[src/sv/assert_macros.svh]
// Assertion macros shared by the canyon solver RTL
`ifndef ASSERT_MACROS_SVH
`define ASSERT_MACROS_SVH

// Same-cycle implication on clk, masked during reset
`define CMRS_ASSERT_NOW(lbl, ante, cons) \
	lbl: assert property (@(posedge clk) disable iff (!arst_n) (ante) |-> (cons)) \
		else $error("assertion failed");

// Next-cycle implication on clk, masked during reset
`define CMRS_ASSERT_NEXT(lbl, ante, cons) \
	lbl: assert property (@(posedge clk) disable iff (!arst_n) (ante) |=> (cons)) \
		else $error("assertion failed");

`endif

[src/sv/cmrs_pkg.sv]
// Shared types, constants and the operation sequence of the canyon solver
package cmrs_pkg;

	localparam int unsigned RAD_W      = 32;
	localparam int unsigned FAC_W      = 17;
	localparam int unsigned HW_W       = 16;
	localparam int unsigned CFG_ADDR_W = 3;
	localparam int unsigned STEP_W     = 6;
	localparam int unsigned RF_DEPTH   = 19;
	localparam int unsigned OUT_NUM    = 8;

	localparam logic [FAC_W-1:0] Q16_ONE   = 17'd65536;
	localparam logic [RAD_W-1:0] ERR_LIMIT = 32'd2685;
	localparam logic [RAD_W-1:0] ALL_ONES  = 32'hFFFF_FFFF;

	// Configuration register indexes
	localparam logic [CFG_ADDR_W-1:0] CFG_HW  = 3'd0;
	localparam logic [CFG_ADDR_W-1:0] CFG_VWR = 3'd1;
	localparam logic [CFG_ADDR_W-1:0] CFG_VRW = 3'd2;
	localparam logic [CFG_ADDR_W-1:0] CFG_VWW = 3'd3;
	localparam logic [CFG_ADDR_W-1:0] CFG_WP  = 3'd4;

	typedef logic [STEP_W-1:0] step_t;

	localparam step_t STEP_LOOP_FIRST = 6'd17;
	localparam step_t STEP_LOOP_LAST  = 6'd49;
	localparam step_t STEP_OUT_FIRST  = 6'd50;
	localparam step_t STEP_LAST       = 6'd57;

	// Register file slots; the eight totals come first in output order
	typedef enum logic [4:0] {
		RF_ABS_I, RF_ABS_P, RF_ABS_S, RF_ABS_D,
		RF_REF_I, RF_REF_P, RF_REF_S, RF_REF_D,
		RF_RTW, RF_S2R, RF_S2O, RF_D2R, RF_D2O,
		RF_T0, RF_T1, RF_T2, RF_T3, RF_T4, RF_T5
	} rf_addr_t;

	typedef enum logic [2:0] {OP_MUL, OP_MULHW, OP_ADD, OP_DIV, OP_OUT} op_kind_t;

	typedef enum logic [3:0] {
		FAC_AI, FAC_NAI, FAC_AP, FAC_NAP, FAC_AS, FAC_NAS, FAC_AD, FAC_NAD,
		FAC_WP, FAC_WI, FAC_VWR, FAC_VRW, FAC_VWW, FAC_HW
	} fac_t;

	typedef enum logic [1:0] {EXT_NONE, EXT_R, EXT_S, EXT_D} ext_t;

	typedef enum logic [1:0] {CRIT_KEEP, CRIT_LOAD, CRIT_MAX} crit_t;

	typedef struct packed {
		op_kind_t kind;
		rf_addr_t dst;
		rf_addr_t src_a;
		rf_addr_t src_b;
		ext_t     ext;
		fac_t     fac;
		crit_t    crit;
	} op_t;

	typedef struct packed {
		op_t  op;
		logic capture;
		logic rd;
		logic ex;
		logic div_wr;
	} cmrs_cmd_t;

	typedef struct packed {
		logic div_done;
		logic crit_low;
	} cmrs_stat_t;

	function automatic op_t u_mul(rf_addr_t dst, rf_addr_t a, fac_t f);
		op_t o;
		o = '{kind: OP_MUL, dst: dst, src_a: a, src_b: RF_T0, ext: EXT_NONE, fac: f,
			crit: CRIT_KEEP};
		return o;
	endfunction

	function automatic op_t u_mule(rf_addr_t dst, ext_t e, fac_t f);
		op_t o;
		o = '{kind: OP_MUL, dst: dst, src_a: RF_T0, src_b: RF_T0, ext: e, fac: f,
			crit: CRIT_KEEP};
		return o;
	endfunction

	function automatic op_t u_add(rf_addr_t dst, rf_addr_t a, rf_addr_t b, crit_t c);
		op_t o;
		o = '{kind: OP_ADD, dst: dst, src_a: a, src_b: b, ext: EXT_NONE, fac: FAC_AI,
			crit: c};
		return o;
	endfunction

	function automatic op_t u_mhw(rf_addr_t dst, rf_addr_t a);
		op_t o;
		o = '{kind: OP_MULHW, dst: dst, src_a: a, src_b: RF_T0, ext: EXT_NONE, fac: FAC_HW,
			crit: CRIT_KEEP};
		return o;
	endfunction

	function automatic op_t u_div(rf_addr_t dst, rf_addr_t a);
		op_t o;
		o = '{kind: OP_DIV, dst: dst, src_a: a, src_b: RF_T0, ext: EXT_NONE, fac: FAC_HW,
			crit: CRIT_KEEP};
		return o;
	endfunction

	function automatic op_t u_out(rf_addr_t a);
		op_t o;
		o = '{kind: OP_OUT, dst: RF_T0, src_a: a, src_b: RF_T0, ext: EXT_NONE, fac: FAC_AI,
			crit: CRIT_KEEP};
		return o;
	endfunction

	// Operation sequence: first hit, exchange pass, readout
	function automatic op_t ucode(step_t step);
		op_t o;
		unique case (step)
			6'd0:  o = u_mule(RF_ABS_I, EXT_R, FAC_NAI);
			6'd1:  o = u_mule(RF_REF_I, EXT_R, FAC_AI);
			6'd2:  o = u_mule(RF_ABS_P, EXT_R, FAC_NAP);
			6'd3:  o = u_mule(RF_REF_P, EXT_R, FAC_AP);
			6'd4:  o = u_mule(RF_ABS_S, EXT_S, FAC_NAS);
			6'd5:  o = u_mule(RF_REF_S, EXT_S, FAC_AS);
			6'd6:  o = u_mule(RF_ABS_D, EXT_D, FAC_NAD);
			6'd7:  o = u_mule(RF_REF_D, EXT_D, FAC_AD);
			6'd8:  o = u_mul(RF_T0, RF_REF_I, FAC_VWR);
			6'd9:  o = u_mul(RF_T0, RF_T0, FAC_WI);
			6'd10: o = u_mul(RF_T1, RF_REF_P, FAC_VWR);
			6'd11: o = u_mul(RF_T1, RF_T1, FAC_WP);
			6'd12: o = u_add(RF_RTW, RF_T0, RF_T1, CRIT_KEEP);
			6'd13: o = u_mul(RF_S2R, RF_REF_S, FAC_VRW);
			6'd14: o = u_mul(RF_S2O, RF_REF_S, FAC_VWW);
			6'd15: o = u_mul(RF_D2R, RF_REF_D, FAC_VRW);
			6'd16: o = u_mul(RF_D2O, RF_REF_D, FAC_VWW);
			// exchange pass
			6'd17: o = u_add(RF_T0, RF_S2R, RF_D2R, CRIT_KEEP);
			6'd18: o = u_mhw(RF_T0, RF_T0);
			6'd19: o = u_mul(RF_T1, RF_T0, FAC_NAI);
			6'd20: o = u_mul(RF_T2, RF_T0, FAC_AI);
			6'd21: o = u_mul(RF_T3, RF_T0, FAC_NAP);
			6'd22: o = u_mul(RF_T4, RF_T0, FAC_AP);
			6'd23: o = u_mul(RF_T0, RF_T1, FAC_WI);
			6'd24: o = u_mul(RF_T5, RF_T3, FAC_WP);
			6'd25: o = u_add(RF_T0, RF_T0, RF_T5, CRIT_LOAD);
			6'd26: o = u_add(RF_ABS_I, RF_ABS_I, RF_T1, CRIT_KEEP);
			6'd27: o = u_add(RF_ABS_P, RF_ABS_P, RF_T3, CRIT_KEEP);
			6'd28: o = u_div(RF_T0, RF_RTW);
			6'd29: o = u_add(RF_T1, RF_T0, RF_D2O, CRIT_KEEP);
			6'd30: o = u_add(RF_T3, RF_T0, RF_S2O, CRIT_KEEP);
			6'd31: o = u_mul(RF_T5, RF_T1, FAC_NAS);
			6'd32: o = u_add(RF_ABS_S, RF_ABS_S, RF_T5, CRIT_MAX);
			6'd33: o = u_mul(RF_T1, RF_T1, FAC_AS);
			6'd34: o = u_mul(RF_T5, RF_T3, FAC_NAD);
			6'd35: o = u_add(RF_ABS_D, RF_ABS_D, RF_T5, CRIT_MAX);
			6'd36: o = u_mul(RF_T3, RF_T3, FAC_AD);
			6'd37: o = u_mul(RF_T0, RF_T2, FAC_VWR);
			6'd38: o = u_mul(RF_T0, RF_T0, FAC_WI);
			6'd39: o = u_mul(RF_T5, RF_T4, FAC_VWR);
			6'd40: o = u_mul(RF_T5, RF_T5, FAC_WP);
			6'd41: o = u_add(RF_RTW, RF_T0, RF_T5, CRIT_KEEP);
			6'd42: o = u_mul(RF_S2R, RF_T1, FAC_VRW);
			6'd43: o = u_mul(RF_S2O, RF_T1, FAC_VWW);
			6'd44: o = u_mul(RF_D2R, RF_T3, FAC_VRW);
			6'd45: o = u_mul(RF_D2O, RF_T3, FAC_VWW);
			6'd46: o = u_add(RF_REF_I, RF_REF_I, RF_T2, CRIT_KEEP);
			6'd47: o = u_add(RF_REF_P, RF_REF_P, RF_T4, CRIT_KEEP);
			6'd48: o = u_add(RF_REF_S, RF_REF_S, RF_T1, CRIT_KEEP);
			6'd49: o = u_add(RF_REF_D, RF_REF_D, RF_T3, CRIT_KEEP);
			// readout
			6'd50: o = u_out(RF_ABS_I);
			6'd51: o = u_out(RF_ABS_P);
			6'd52: o = u_out(RF_ABS_S);
			6'd53: o = u_out(RF_ABS_D);
			6'd54: o = u_out(RF_REF_I);
			6'd55: o = u_out(RF_REF_P);
			6'd56: o = u_out(RF_REF_S);
			6'd57: o = u_out(RF_REF_D);
			default: o = u_out(RF_ABS_I);
		endcase
		return o;
	endfunction

	// Limit a Q1.16 factor to one
	function automatic logic [FAC_W-1:0] clamp_q16(logic [FAC_W-1:0] v);
		return (v > Q16_ONE) ? Q16_ONE : v;
	endfunction

endpackage

[src/sv/cmrs_div.sv]
// Radix-2 restoring divider for the quotient by the height/width ratio
module cmrs_div (
	input  logic                      clk,
	input  logic                      arst_n,
	input  logic                      go,
	input  logic [cmrs_pkg::RAD_W-1:0] x,
	input  logic [cmrs_pkg::HW_W-1:0]  h,
	output logic                      done,
	output logic [cmrs_pkg::RAD_W-1:0] q
);
	import cmrs_pkg::*;

	localparam int unsigned NUM_W = RAD_W + 13;
	localparam int unsigned CNT_W = $clog2(NUM_W + 1);

	logic [HW_W-1:0]  dvs;
	logic [NUM_W-1:0] num_init;
	logic [NUM_W-1:0] num_q;
	logic [HW_W:0]    rem_q;
	logic [HW_W-1:0]  dvs_q;
	logic [CNT_W-1:0] cnt_q;
	logic             run_q;
	logic             done_q;
	logic [HW_W:0]    trial;
	logic             fit;

	// Substitute one for a zero ratio, then add half the divisor for rounding
	assign dvs      = (h == '0) ? HW_W'(1) : h;
	assign num_init = {1'b0, x, 12'b0} + NUM_W'(dvs >> 1);

	// Bring down one dividend bit
	assign trial = {rem_q[HW_W-1:0], num_q[NUM_W-1]};
	assign fit   = (trial >= {1'b0, dvs_q});

	// Control: count quotient bits
	always_ff @(posedge clk or negedge arst_n) begin
		if (!arst_n) begin
			cnt_q  <= '0;
			run_q  <= 1'b0;
			done_q <= 1'b0;
		end else if (go) begin
			cnt_q  <= CNT_W'(NUM_W);
			run_q  <= 1'b1;
			done_q <= 1'b0;
		end else if (run_q) begin
			cnt_q <= cnt_q - 1'b1;
			if (cnt_q == CNT_W'(1)) begin
				run_q  <= 1'b0;
				done_q <= 1'b1;
			end
		end
	end

	// Datapath: shift quotient bits into the dividend register
	always_ff @(posedge clk) begin
		if (go) begin
			num_q <= num_init;
			rem_q <= '0;
			dvs_q <= dvs;
		end else if (run_q) begin
			num_q <= {num_q[NUM_W-2:0], fit};
			rem_q <= fit ? (trial - {1'b0, dvs_q}) : trial;
		end
	end

	assign done = done_q;
	assign q    = (|num_q[NUM_W-1:RAD_W]) ? ALL_ONES : num_q[RAD_W-1:0];

endmodule

[src/sv/cmrs_datapath.sv]
// Datapath: configuration, register file, shared multiplier, adder and divider
module cmrs_datapath (
	input  logic                           clk,
	input  logic                           arst_n,
	input  logic                           cfg_wr_en,
	input  logic [cmrs_pkg::CFG_ADDR_W-1:0] cfg_addr,
	input  logic [cmrs_pkg::FAC_W-1:0]      cfg_wdata,
	input  logic [cmrs_pkg::RAD_W-1:0]      road_incident,
	input  logic [cmrs_pkg::RAD_W-1:0]      sunwall_incident,
	input  logic [cmrs_pkg::RAD_W-1:0]      shadewall_incident,
	input  logic [cmrs_pkg::FAC_W-1:0]      albedo_impervious,
	input  logic [cmrs_pkg::FAC_W-1:0]      albedo_pervious,
	input  logic [cmrs_pkg::FAC_W-1:0]      albedo_sunwall,
	input  logic [cmrs_pkg::FAC_W-1:0]      albedo_shadewall,
	input  cmrs_pkg::cmrs_cmd_t             cmd,
	output cmrs_pkg::cmrs_stat_t            stat,
	output logic [cmrs_pkg::RAD_W-1:0]      absorbed_impervious,
	output logic [cmrs_pkg::RAD_W-1:0]      absorbed_pervious,
	output logic [cmrs_pkg::RAD_W-1:0]      absorbed_sunwall,
	output logic [cmrs_pkg::RAD_W-1:0]      absorbed_shadewall,
	output logic [cmrs_pkg::RAD_W-1:0]      reflected_impervious,
	output logic [cmrs_pkg::RAD_W-1:0]      reflected_pervious,
	output logic [cmrs_pkg::RAD_W-1:0]      reflected_sunwall,
	output logic [cmrs_pkg::RAD_W-1:0]      reflected_shadewall
);
	import cmrs_pkg::*;

	localparam int unsigned PROD_W = RAD_W + FAC_W;

	logic [HW_W-1:0]  hw_q;
	logic [FAC_W-1:0] vwr_q, vrw_q, vww_q, wp_q;
	logic [RAD_W-1:0] r_q, s_q, d_q;
	logic [FAC_W-1:0] ai_q, ap_q, as_q, ad_q;
	logic [RAD_W-1:0] rf_q [RF_DEPTH];
	logic [RAD_W-1:0] rda_s1, rdb_s1;
	logic [RAD_W-1:0] crit_q;
	logic [RAD_W-1:0] out_q [OUT_NUM];

	logic [FAC_W-1:0]  wp_c, wi_c, vwr_c, vrw_c, vww_c;
	logic [RAD_W-1:0]  opa;
	logic [FAC_W-1:0]  fac;
	logic [PROD_W-1:0] prod;
	logic [PROD_W:0]   rnd16, rnd12;
	logic [RAD_W:0]    sum;
	logic [RAD_W-1:0]  mul_res, mhw_res, add_res, ex_res;
	logic              div_done;
	logic [RAD_W-1:0]  div_q;
	logic              rf_we;
	logic [RAD_W-1:0]  rf_wdata;

	// Configuration registers
	always_ff @(posedge clk or negedge arst_n) begin
		if (!arst_n) begin
			hw_q  <= 16'd4096;
			vwr_q <= 17'd19195;
			vrw_q <= 17'd19195;
			vww_q <= 17'd27146;
			wp_q  <= 17'd10923;
		end else if (cfg_wr_en) begin
			unique case (cfg_addr)
				CFG_HW:  hw_q  <= cfg_wdata[HW_W-1:0];
				CFG_VWR: vwr_q <= cfg_wdata;
				CFG_VRW: vrw_q <= cfg_wdata;
				CFG_VWW: vww_q <= cfg_wdata;
				CFG_WP:  wp_q  <= cfg_wdata;
				default: ;
			endcase
		end
	end

	assign wp_c  = clamp_q16(wp_q);
	assign wi_c  = Q16_ONE - wp_c;
	assign vwr_c = clamp_q16(vwr_q);
	assign vrw_c = clamp_q16(vrw_q);
	assign vww_c = clamp_q16(vww_q);

	// Capture the transaction's fields, albedos limited to one
	always_ff @(posedge clk) begin
		if (cmd.capture) begin
			r_q  <= road_incident;
			s_q  <= sunwall_incident;
			d_q  <= shadewall_incident;
			ai_q <= clamp_q16(albedo_impervious);
			ap_q <= clamp_q16(albedo_pervious);
			as_q <= clamp_q16(albedo_sunwall);
			ad_q <= clamp_q16(albedo_shadewall);
		end
	end

	// Register file read, registered
	always_ff @(posedge clk) begin
		if (cmd.rd) begin
			rda_s1 <= rf_q[cmd.op.src_a];
			rdb_s1 <= rf_q[cmd.op.src_b];
		end
	end

	// Select operand A: register file or a captured incident
	always_comb begin
		case (cmd.op.ext)
			EXT_R:   opa = r_q;
			EXT_S:   opa = s_q;
			EXT_D:   opa = d_q;
			default: opa = rda_s1;
		endcase
	end

	// Select the multiplier factor
	always_comb begin
		unique case (cmd.op.fac)
			FAC_AI:  fac = ai_q;
			FAC_NAI: fac = Q16_ONE - ai_q;
			FAC_AP:  fac = ap_q;
			FAC_NAP: fac = Q16_ONE - ap_q;
			FAC_AS:  fac = as_q;
			FAC_NAS: fac = Q16_ONE - as_q;
			FAC_AD:  fac = ad_q;
			FAC_NAD: fac = Q16_ONE - ad_q;
			FAC_WP:  fac = wp_c;
			FAC_WI:  fac = wi_c;
			FAC_VWR: fac = vwr_c;
			FAC_VRW: fac = vrw_c;
			FAC_VWW: fac = vww_c;
			FAC_HW:  fac = {1'b0, hw_q};
			default: fac = '0;
		endcase
	end

	// Shared multiplier with both rounding shifts, saturating
	assign prod    = PROD_W'(opa) * PROD_W'(fac);
	assign rnd16   = {1'b0, prod} + (PROD_W+1)'(32768);
	assign rnd12   = {1'b0, prod} + (PROD_W+1)'(2048);
	assign mul_res = (|rnd16[PROD_W:RAD_W+16]) ? ALL_ONES : rnd16[RAD_W+15:16];
	assign mhw_res = (|rnd12[PROD_W:RAD_W+12]) ? ALL_ONES : rnd12[RAD_W+11:12];

	// Saturating adder
	assign sum     = {1'b0, rda_s1} + {1'b0, rdb_s1};
	assign add_res = sum[RAD_W] ? ALL_ONES : sum[RAD_W-1:0];

	always_comb begin
		case (cmd.op.kind)
			OP_MULHW: ex_res = mhw_res;
			OP_ADD:   ex_res = add_res;
			default:  ex_res = mul_res;
		endcase
	end

	cmrs_div u_div (
		.clk    (clk),
		.arst_n (arst_n),
		.go     (cmd.ex && (cmd.op.kind == OP_DIV)),
		.x      (rda_s1),
		.h      (hw_q),
		.done   (div_done),
		.q      (div_q)
	);

	// Register file write
	assign rf_we    = cmd.div_wr ||
		(cmd.ex && (cmd.op.kind != OP_DIV) && (cmd.op.kind != OP_OUT));
	assign rf_wdata = cmd.div_wr ? div_q : ex_res;

	always_ff @(posedge clk) begin
		if (rf_we) begin
			rf_q[cmd.op.dst] <= rf_wdata;
		end
	end

	// Track the largest new absorption of the pass
	always_ff @(posedge clk or negedge arst_n) begin
		if (!arst_n) begin
			crit_q <= '0;
		end else if (cmd.ex) begin
			case (cmd.op.crit)
				CRIT_LOAD: crit_q <= add_res;
				CRIT_MAX:  if (rdb_s1 > crit_q) crit_q <= rdb_s1;
				default:   ;
			endcase
		end
	end

	// Copy totals to the result registers
	always_ff @(posedge clk) begin
		if (cmd.ex && (cmd.op.kind == OP_OUT)) begin
			out_q[cmd.op.src_a[2:0]] <= opa;
		end
	end

	assign stat.div_done = div_done;
	assign stat.crit_low = (crit_q < ERR_LIMIT);

	assign absorbed_impervious  = out_q[0];
	assign absorbed_pervious    = out_q[1];
	assign absorbed_sunwall     = out_q[2];
	assign absorbed_shadewall   = out_q[3];
	assign reflected_impervious = out_q[4];
	assign reflected_pervious   = out_q[5];
	assign reflected_sunwall    = out_q[6];
	assign reflected_shadewall  = out_q[7];

endmodule

[src/sv/cmrs_ctrl.sv]
// Controller: steps through the operation sequence and the exchange passes
module cmrs_ctrl #(
	parameter int unsigned MAX_PASSES = 50
) (
	input  logic                 clk,
	input  logic                 arst_n,
	input  logic                 start,
	input  logic                 sun_up,
	input  cmrs_pkg::cmrs_stat_t stat,
	output cmrs_pkg::cmrs_cmd_t  cmd,
	output logic                 busy,
	output logic                 result_valid
);
	import cmrs_pkg::*;

	localparam int unsigned PASS_W = $clog2(MAX_PASSES + 1);

	typedef enum logic [1:0] {S_IDLE, S_RD, S_EX, S_DIV} state_t;

	state_t            state_q;
	step_t             step_q;
	logic [PASS_W-1:0] pass_q;
	logic              busy_q;
	logic              valid_q;
	logic              accept;
	logic              advance;
	logic              finish;
	op_t               op;

	assign op      = ucode(step_q);
	assign accept  = start && !busy_q;
	assign advance = ((state_q == S_EX) && (op.kind != OP_DIV)) ||
		((state_q == S_DIV) && stat.div_done);
	assign finish  = advance && (step_q == STEP_LAST);

	// State, step and pass counters, registered outputs
	always_ff @(posedge clk or negedge arst_n) begin
		if (!arst_n) begin
			state_q <= S_IDLE;
			step_q  <= '0;
			pass_q  <= '0;
			busy_q  <= 1'b0;
			valid_q <= 1'b0;
		end else begin
			valid_q <= finish;
			unique case (state_q)
				S_IDLE: begin
					if (accept && sun_up) begin
						state_q <= S_RD;
						step_q  <= '0;
						pass_q  <= '0;
						busy_q  <= 1'b1;
					end
				end
				S_RD: state_q <= S_EX;
				S_EX, S_DIV: begin
					if (state_q == S_EX && op.kind == OP_DIV) begin
						state_q <= S_DIV;
					end else if (advance) begin
						if (step_q == STEP_LAST) begin
							state_q <= S_IDLE;
							busy_q  <= 1'b0;
						end else begin
							state_q <= S_RD;
							if (step_q == STEP_LOOP_LAST) begin
								pass_q <= pass_q + 1'b1;
								if (stat.crit_low || pass_q == PASS_W'(MAX_PASSES - 1)) begin
									step_q <= STEP_OUT_FIRST;
								end else begin
									step_q <= STEP_LOOP_FIRST;
								end
							end else begin
								step_q <= step_q + 1'b1;
							end
						end
					end
				end
				default: state_q <= S_IDLE;
			endcase
		end
	end

	// Commands to the datapath
	assign cmd.op      = op;
	assign cmd.capture = accept && sun_up;
	assign cmd.rd      = (state_q == S_RD);
	assign cmd.ex      = (state_q == S_EX);
	assign cmd.div_wr  = (state_q == S_DIV) && stat.div_done;

	assign busy         = busy_q;
	assign result_valid = valid_q;

endmodule

[src/sv/canyon_multi_reflection_solver_core.sv]
// Top level of the urban canyon shortwave multiple reflection solver
//
//  channel   | handshake                   | payload
//  ----------+-----------------------------+---------------------------------------
//  command   | start, busy                 | sun_up, incidents, four albedos
//  result    | result_valid (1-cycle)      | four absorbed and four reflected totals
//  config    | cfg_wr_en, cfg_addr         | cfg_wdata
//
// A transaction with the sun up runs P exchange passes, P from 1 to MAX_PASSES;
// each register-file operation goes through a read and an execute state, and a
// division then waits in a divide state until the 45-bit serial divider is done.
// A transaction with the sun down is accepted but starts no work and gives no result.
// Reset clears the controller and loads the register defaults; the result strobe
// cannot be held off and the totals stay on the ports until the readout of the next
// transaction, which starts eight operations before its strobe.
`include "assert_macros.svh"

module canyon_multi_reflection_solver_core #(
	parameter int unsigned MAX_PASSES = 50
) (
	input  logic                           clk,
	input  logic                           arst_n,
	input  logic                           start,
	output logic                           busy,
	input  logic                           sun_up,
	input  logic [cmrs_pkg::RAD_W-1:0]      road_incident,
	input  logic [cmrs_pkg::RAD_W-1:0]      sunwall_incident,
	input  logic [cmrs_pkg::RAD_W-1:0]      shadewall_incident,
	input  logic [cmrs_pkg::FAC_W-1:0]      albedo_impervious,
	input  logic [cmrs_pkg::FAC_W-1:0]      albedo_pervious,
	input  logic [cmrs_pkg::FAC_W-1:0]      albedo_sunwall,
	input  logic [cmrs_pkg::FAC_W-1:0]      albedo_shadewall,
	input  logic                           cfg_wr_en,
	input  logic [cmrs_pkg::CFG_ADDR_W-1:0] cfg_addr,
	input  logic [cmrs_pkg::FAC_W-1:0]      cfg_wdata,
	output logic                           result_valid,
	output logic [cmrs_pkg::RAD_W-1:0]      absorbed_impervious,
	output logic [cmrs_pkg::RAD_W-1:0]      absorbed_pervious,
	output logic [cmrs_pkg::RAD_W-1:0]      absorbed_sunwall,
	output logic [cmrs_pkg::RAD_W-1:0]      absorbed_shadewall,
	output logic [cmrs_pkg::RAD_W-1:0]      reflected_impervious,
	output logic [cmrs_pkg::RAD_W-1:0]      reflected_pervious,
	output logic [cmrs_pkg::RAD_W-1:0]      reflected_sunwall,
	output logic [cmrs_pkg::RAD_W-1:0]      reflected_shadewall
);
	import cmrs_pkg::*;

	cmrs_cmd_t  cmd;
	cmrs_stat_t stat;

	cmrs_ctrl #(
		.MAX_PASSES (MAX_PASSES)
	) u_ctrl (
		.clk          (clk),
		.arst_n       (arst_n),
		.start        (start),
		.sun_up       (sun_up),
		.stat         (stat),
		.cmd          (cmd),
		.busy         (busy),
		.result_valid (result_valid)
	);

	cmrs_datapath u_dp (
		.clk                  (clk),
		.arst_n               (arst_n),
		.cfg_wr_en            (cfg_wr_en),
		.cfg_addr             (cfg_addr),
		.cfg_wdata            (cfg_wdata),
		.road_incident        (road_incident),
		.sunwall_incident     (sunwall_incident),
		.shadewall_incident   (shadewall_incident),
		.albedo_impervious    (albedo_impervious),
		.albedo_pervious      (albedo_pervious),
		.albedo_sunwall       (albedo_sunwall),
		.albedo_shadewall     (albedo_shadewall),
		.cmd                  (cmd),
		.stat                 (stat),
		.absorbed_impervious  (absorbed_impervious),
		.absorbed_pervious    (absorbed_pervious),
		.absorbed_sunwall     (absorbed_sunwall),
		.absorbed_shadewall   (absorbed_shadewall),
		.reflected_impervious (reflected_impervious),
		.reflected_pervious   (reflected_pervious),
		.reflected_sunwall    (reflected_sunwall),
		.reflected_shadewall  (reflected_shadewall)
	);

	// A result strobe lasts one cycle and ends the work of its transaction
	`CMRS_ASSERT_NEXT(a_valid_pulse, result_valid, !result_valid)
	`CMRS_ASSERT_NOW(a_valid_idle, result_valid, !busy)
	// Sun-down transactions start no work, sun-up ones do
	`CMRS_ASSERT_NEXT(a_sun_down_idle, start && !busy && !sun_up, !busy && !result_valid)
	`CMRS_ASSERT_NEXT(a_sun_up_busy, start && !busy && sun_up, busy)

endmodule
[config.mk]
export PLATFORM = sky130hd
export DESIGN_NAME = canyon_multi_reflection_solver_core
export DESIGN_NICKNAME = d
export VERILOG_FILES = /design/src/sv/cmrs_pkg.sv /design/src/sv/cmrs_div.sv /design/src/sv/cmrs_datapath.sv /design/src/sv/cmrs_ctrl.sv /design/src/sv/canyon_multi_reflection_solver_core.sv
export VERILOG_INCLUDE_DIRS = /design/src /design/src/sv
export SDC_FILE = /design/constraint.sdc
export NUM_CORES = 2
export LEC_CHECK = 0
export ABC_CLOCK_PERIOD_IN_PS = 16720
export CAP_MARGIN = 20
export CORE_ASPECT_RATIO = 1.25
export CORE_MARGIN = 2
export CORE_UTILIZATION = 44
export DETAILED_ROUTE_END_ITERATION = 10
export DONT_BUFFER_PORTS = 1
export HOLD_SLACK_MARGIN = 0.03
export PLACE_DENSITY = 0.58
export SYNTH_ARGS = -nofsm -noshare
export SYNTH_HDL_FRONTEND = slang
export SYNTH_SLANG_ARGS = --single-unit
[constraint.sdc]
create_clock -name clk -period 16.72 [get_ports clk]
set_input_delay 1.672 -clock clk [delete_from_list [all_inputs] [get_ports clk]]
set_output_delay 1.672 -clock clk [all_outputs]
set_load 0.005 [all_outputs]
# == Yosys cells after proc, flatten, opt, wreduce, memory -nomap -nowiden ==
# Memories as Yosys holds them, arrays and structs flattened. A register that Yosys moved wholly into a read port is not among the register bits.
# Cells that the tools add are included.
# classes
n_mux,52
n_reduce_logical,35
mul,1
eq_ne,43
order_cmp,11
add_sub_neg,13
# op_table
op,n
17-bit one-hot mux with 14 select lines,1
32-bit two-way mux,6
"17-bit greater-than comparator, second input constant",8
32-bit one-hot mux with 2 select lines,2
32-bit one-hot mux with 3 select lines,1
45-bit two-way mux,2
"17-bit subtractor, first input constant",5
6-bit two-way mux,12
17-bit two-way mux,4
"49-bit by 12-bit adder with 50-bit output, second input constant",1
"49-bit by 16-bit adder with 50-bit output, second input constant",1
32-bit by 17-bit multiplier with 49-bit output,1
44-bit by 15-bit adder with 45-bit output,1
32-bit by 32-bit adder with 33-bit output,1
32-bit greater-than comparator,1
"32-bit by 12-bit less-than comparator with 1-bit output, second input constant",1
16-bit two-way mux,2
"4-bit == test, second input constant",6
6-bit one-hot mux with 2 select lines,2
"6-bit == test, second input constant",3
17-bit by 16-bit >= comparator with 1-bit output,1
"4-bit by 3-bit == test with 1-bit output, second input constant",4
16-bit logical NOT,1
16-bit subtractor,1
33 further kinds,87
# totals
input_bits,189
n_memories,3
output_inout_bits,258
mem_bits_ro,1664
register_bits,381
ramBits,864
elab_cells,183
# mem_list
name,depth,width,rd,rd_ports_with_merged_regs,wr,line_no,rtl
(name not given),64,26,1,0,0,cmrs_pkg.sv:117,unique case (step)
u_dp.rf_q,19,32,2,2,1,cmrs_datapath.sv:34,logic [RAD_W-1:0] rf_q [RF_DEPTH];
u_dp.out_q,8,32,8,0,1,cmrs_datapath.sv:37,logic [RAD_W-1:0] out_q [OUT_NUM];

# == Longest topological paths before layout ==
# logic_depth
ltp_word,10
mapped_depth,52
mapped_depth_nobuf,43

# == Modules after synthesis ==
# Synthesis repeated with hierarchy kept, for this count alone.
# unflattened
cells_unflattened,6785
area_unflattened_um2,80717.4
# by_module_without_submodules
mod,cells_per_inst,n_inst,seq_area_each_um2,area_per_inst_um2
cmrs_datapath,5923,1,35738.0,73305.3
cmrs_div,538,1,2352.3,5198.7
cmrs_ctrl,324,1,400.4,2213.4

# == Worst setup path before layout ==
# OpenSTA, ideal clock, no wires.
# synth_path
kind,register to register
from,register u_ctrl.step_q[0]
to,"memory u_dp.rf_q[0][30], data pin"
required_time_ps,16352
arrival_time_ps,12511
setup_slack_ps,3841
path_stages_with_launch,51
synth_period_minus_slack_ps,12879
n_path_buf,8
setup_time_ps,368
cell_sequence,dfrtp_1 -> clkbuf_1 -> inv_1 -> ha_1 -> clkbuf_1 -> mux4_2 -> a21oi_1 -> a31oi_1 -> a211oi_1 -> xor2_1 -> nand2_1 -> a211oi_1 -> nand4_1 -> nor2_1 -> and2_1 -> nand3_1 -> xor2_1 -> o2111ai_1 -> [... 15 more ...] -> a21oi_1 -> o21ai_0 -> or3_1 -> a21oi_1 -> nor2_1 -> a2111oi_0 -> a211oi_2 -> and4b_1 -> clkbuf_1 -> nand3_1 -> buf_2 -> nor4_1 -> xor2_1 -> or4_1 -> buf_4 -> buf_4 -> o41ai_1 -> a31oi_1
# synth_via
elab_chain_len,9
word_cells_on_any_way,31
cone_classes,add/sub: 2; mul: 1; eq/ne: 18; mux: 6; reduce/logical: 3; memory: 1
# synth_lines
element,line_no,rtl
from (decl),cmrs_ctrl.sv:21,step_t step_q;
from (signal assigned),cmrs_ctrl.sv:73,step_q <= step_q + 1'b1;
memory 64 x 26 bit *,-,
"4-bit == test, or another cell as far along",cmrs_datapath.sv:110,unique case (cmd.op.fac)
17-bit one-hot mux with 14 select lines or 32-bit one-hot mux with 3 select lines (tied branches),"cmrs_datapath.sv:110, cmrs_datapath.sv:100",
32-bit by 17-bit multiplier with 49-bit output,cmrs_datapath.sv:130,assign prod = PROD_W'(opa) * PROD_W'(fac);
49-bit by 12-bit adder with 50-bit output or 49-bit by 16-bit adder with 50-bit output (tied branches),"cmrs_datapath.sv:132, cmrs_datapath.sv:131",
6-bit OR reduction or 2-bit OR reduction (tied branches),"cmrs_datapath.sv:134, cmrs_datapath.sv:133",
"32-bit two-way mux, on equally long branches","cmrs_datapath.sv:134, cmrs_datapath.sv:133",
32-bit one-hot mux with 2 select lines *,cmrs_datapath.sv:141,case (cmd.op.kind)
32-bit two-way mux *,cmrs_datapath.sv:161,assign rf_wdata = cmd.div_wr ? div_q : ex_res;
via u_dp.rf_wdata[30],cmrs_datapath.sv:49,logic [RAD_W-1:0] rf_wdata;
to (decl),cmrs_datapath.sv:34,
# The timed path passes the listed nets; every way through them passes the cells marked *.

# == Final worst setup path ==
# layout_path
from,register u_ctrl.step_q[0]
to,"memory u_dp.rf_q[10][30], data pin"
# Same word-level chain as after synthesis.

==> run metrics <==
main combinational cell family by area after synthesis adder cells; layout cells sized above 1 9.44%; GRT Util Overall 29.8%; Area after DPL 82800 um2; Worst EP required 17.25 ns; Ys Warns 0; antenna violations before repair 11; CP startpoint kind register; DR iter-0 viols 6293; Fillers 16100; first-pass GRT wire length 403000 um; vias per inst 6.10; pre-CTS setup slack 1.34 ns; EDFF count, synth 1153; die width 384 um; final hold violation count 0; final net count 8156; Clk pin slew, worst setup/hold paths 0.06 ns; final instance area 87400 um2; clk root buf clkbuf_16; mux contribution to synthesized area 2.66%; GPL Wtd Cong 0.947; CP max FO 31; Post-Synth Simple-Gate Area 13.0%; worst setup path class register to register; Net Count, Synth 8266; maximum capacitance violations 0; Final Slew Violations 0; Mapped Cells 7404; core box area 179000 um2; routed len/inst 28.3 um; Multi-input gate area 37200 um2; post-DP HPWL 191000 um; worst skew pair latency 0.83 ns; unique cell type count in the Yosys netlist 101; synthesized area 79300 um2; compound-gate portion of the synthesized area 13.6%; slowest cell on the critical path o21a_1; hold_ws 0.491 ns; Rel. slew slack 24.2%; Resized Gates After CTS 0; outcome finished clean; period utilization 94.7%; Ports 447; deepest clock path buffer count 3; Initial Utilization 44.2%; critical path data arrival time 16.36 ns; Critical Path Sink Type register; pin count of the biggest net entering global routing 141; skew final 0.0534 ns; Seq/Total Area, Yosys 48.5%; Top FF cell, synth edfxtp_1; postcts setup bufs 0; RSZ-0062 raised after global routing false; FF+latch count, synth 1309; Final ANT Viol Nets 0; drt first pass iters 8; Register Area 38500 um2; setup TNS 0 ns; Syn-to-layout area delta 10.2%; crit-path max cell delay 0.85 ns; Avg Inst Size Synth 10.7 um2; Hold WC Path Type register to register; Worst-Margin Slew 1.14 ns; CTS tree built; Final WS setup 0.886 ns; Synth Area in Adders 14.9%; Clock Sinks 1309; clock buffers created by TritonCTS 136; fraction of registers with async set/reset 10.7%; Post-Synth XOR/XNOR Area 2.02%; cts hold-fix bufs 0; Final min period 15.83 ns; H-tree Lvls 4; die height 479 um; number of global-route vias before repair 59200; Port Buf Inserts 0; Crit path top cell by count fa_1; final setup violation count 0; fmax 0.0632 GHz; drt total wl 277000 um; gr ovfl total 0; total number of vias 59700; DRC 0; row count 174; die area 184000 um2
==> through the flow <==
step	util, %	cells
5_1_grt	48.7	9786
3_5_place_dp	46.2	9530
4_1_cts	48.7	9779
3_3_place_gp	46.1	9519
2_1_floorplan	-	7404
6_report	48.7	9791
==> cell families after synthesis <==
| logic type | Yosys count |
|---|---|
| DFF | 1309 |
| muxes | 187 |
| adders and majority gates | 673 |
| buffers and inverters | 1114 |
| and+or+nand+nor | 2286 |
| AOI/OAI and AO/OA | 1654 |
| xor gates and xnor gates | 181 |
==> registers in the layout (all words and copies together) (netlist names), 32 cells and up <==
| name | count |
|---|---|
| u_dp.s_q | 32 |
| u_dp.crit_q | 32 |
| u_dp.d_q | 32 |
| u_dp.out_q | 256 |
| u_dp.rda_s1 | 32 |
| u_dp.r_q | 32 |
| u_dp.u_div.num_q | 45 |
| u_dp.rdb_s1 | 32 |
| u_dp.rf_q | 608 |
==> cells in the mapped netlist, drive strengths merged, types with 18 or more instances <==
| cell | count | area [um2] |
|---|---|---|
| nand2 | 1258 | 4720 |
| edfxtp | 1153 | 34600 |
| inv | 665 | 2500 |
| a21oi | 559 | 2800 |
| fa | 450 | 9010 |
| clkbuf | 372 | 1400 |
| nor2 | 321 | 1200 |
| o21ai | 267 | 1340 |
| ha | 223 | 2790 |
| and2 | 170 | 1060 |
| a211oi | 132 | 1010 |
| a22oi | 114 | 856 |
| dfrtp | 105 | 2630 |
| nand3 | 105 | 531 |
| mux2 | 100 | 1130 |
| nor2b | 93 | 582 |
| xnor2 | 93 | 833 |
| xor2 | 88 | 771 |
| a31oi | 84 | 526 |
| mux2i | 78 | 781 |
| buf | 75 | 338 |
| nor4 | 71 | 472 |
| o211ai | 71 | 533 |
| a221oi | 69 | 604 |
| nor3 | 66 | 335 |
| nand4 | 57 | 375 |
| a311oi | 48 | 433 |
| a21o | 47 | 353 |
| and3 | 35 | 219 |
| dfstp | 35 | 920 |
| o22ai | 30 | 194 |
| nand2b | 29 | 181 |
| o221ai | 26 | 240 |
| a22o | 25 | 219 |
| o31ai | 18 | 135 |
==> layout by cell type (no fill, tap or decap), types with 19 or more instances in the layout <==
| master | n |
|---|---|
| nor4_1 | 62 |
| fa_1 | 450 |
| a31oi_1 | 82 |
| o21ai_0 | 248 |
| dfrtp_1 | 104 |
| a21o_1 | 46 |
| clkinv_1 | 31 |
| nand2_1 | 1257 |
| a311oi_1 | 46 |
| a21oi_1 | 556 |
| and2_1 | 168 |
| buf_4 | 186 |
| inv_1 | 664 |
| mux2i_1 | 77 |
| nor2_1 | 286 |
| edfxtp_1 | 1153 |
| o22ai_1 | 28 |
| dfstp_2 | 35 |
| xnor2_1 | 92 |
| nand4_1 | 54 |
| nor3_1 | 54 |
| mux2_2 | 99 |
| nand2b_1 | 29 |
| a22oi_1 | 114 |
| clkinv_2 | 19 |
| xor2_1 | 88 |
| nand3_1 | 103 |
| nor2_4 | 25 |
| nor2b_1 | 93 |
| a221oi_1 | 68 |
| o221ai_1 | 24 |
| o211ai_1 | 71 |
| a211oi_1 | 128 |
| clkbuf_16 | 139 |
| a22o_1 | 25 |
| and3_1 | 35 |
| ha_1 | 223 |
==> area by class of cell <==
class,count,area share [%]
Antenna cell,10,0.0286
Clock buffer,159,4.09
Clock inverter,90,1.14
Inverter,667,2.86
Multi-Input combinational cell,4981,42.6
Sequential cell,1309,44.0
Tap cell,2376,3.40
Timing Repair Buffer,199,1.84
==> worst max-delay path, delay by kind of cell, from the launching register on <==
| family | cells | cell delay [ns] |
|---|---|---|
| DFF | 1 | 0.72 |
| adders and majority gates | 8 | 4.09 |
| buffers and inverters | 6 | 1.04 |
| muxes | 1 | 0.50 |
| xor gates and xnor gates | 4 | 0.91 |
| and+or+nand+nor | 12 | 4.03 |
| AOI/OAI and AO/OA | 10 | 4.18 |
==> path summary, 6_finish.rpt <==
check                                 endpoint  cells past startpoint  slack, ns           startpoint
max                          u_dp.rf_q[10][30]                     41       0.89     u_ctrl.step_q[0]
min                        u_dp.u_div.rem_q[4]                      2       0.49  u_dp.u_div.rem_q[4]
max reg2reg                  u_dp.rf_q[10][30]                     41       0.89     u_ctrl.step_q[0]
min reg2reg                u_dp.u_div.rem_q[4]                      2       0.49  u_dp.u_div.rem_q[4]
max in group asynchronous        u_dp.vrw_q[5]                      0      15.79               arst_n
min in group asynchronous       u_dp.vwr_q[16]                      0       0.57               arst_n
==> metal layers <==
metal / global-route usage (%) / vias to the layer above / part of all wire [%]
met4: 14.5 / 2 / 5.4
met2: 50.7 / 2858 / 50
li1: - / 26000 / -
met5: 0 / - / 0.0047
met3: 4.45 / 696 / 7.6
met1: 37.0 / 30200 / 38
Power is left out: the tool's default activity adds up to more than one toggle a clock period on the data nets, which glitch-free logic cannot reach.
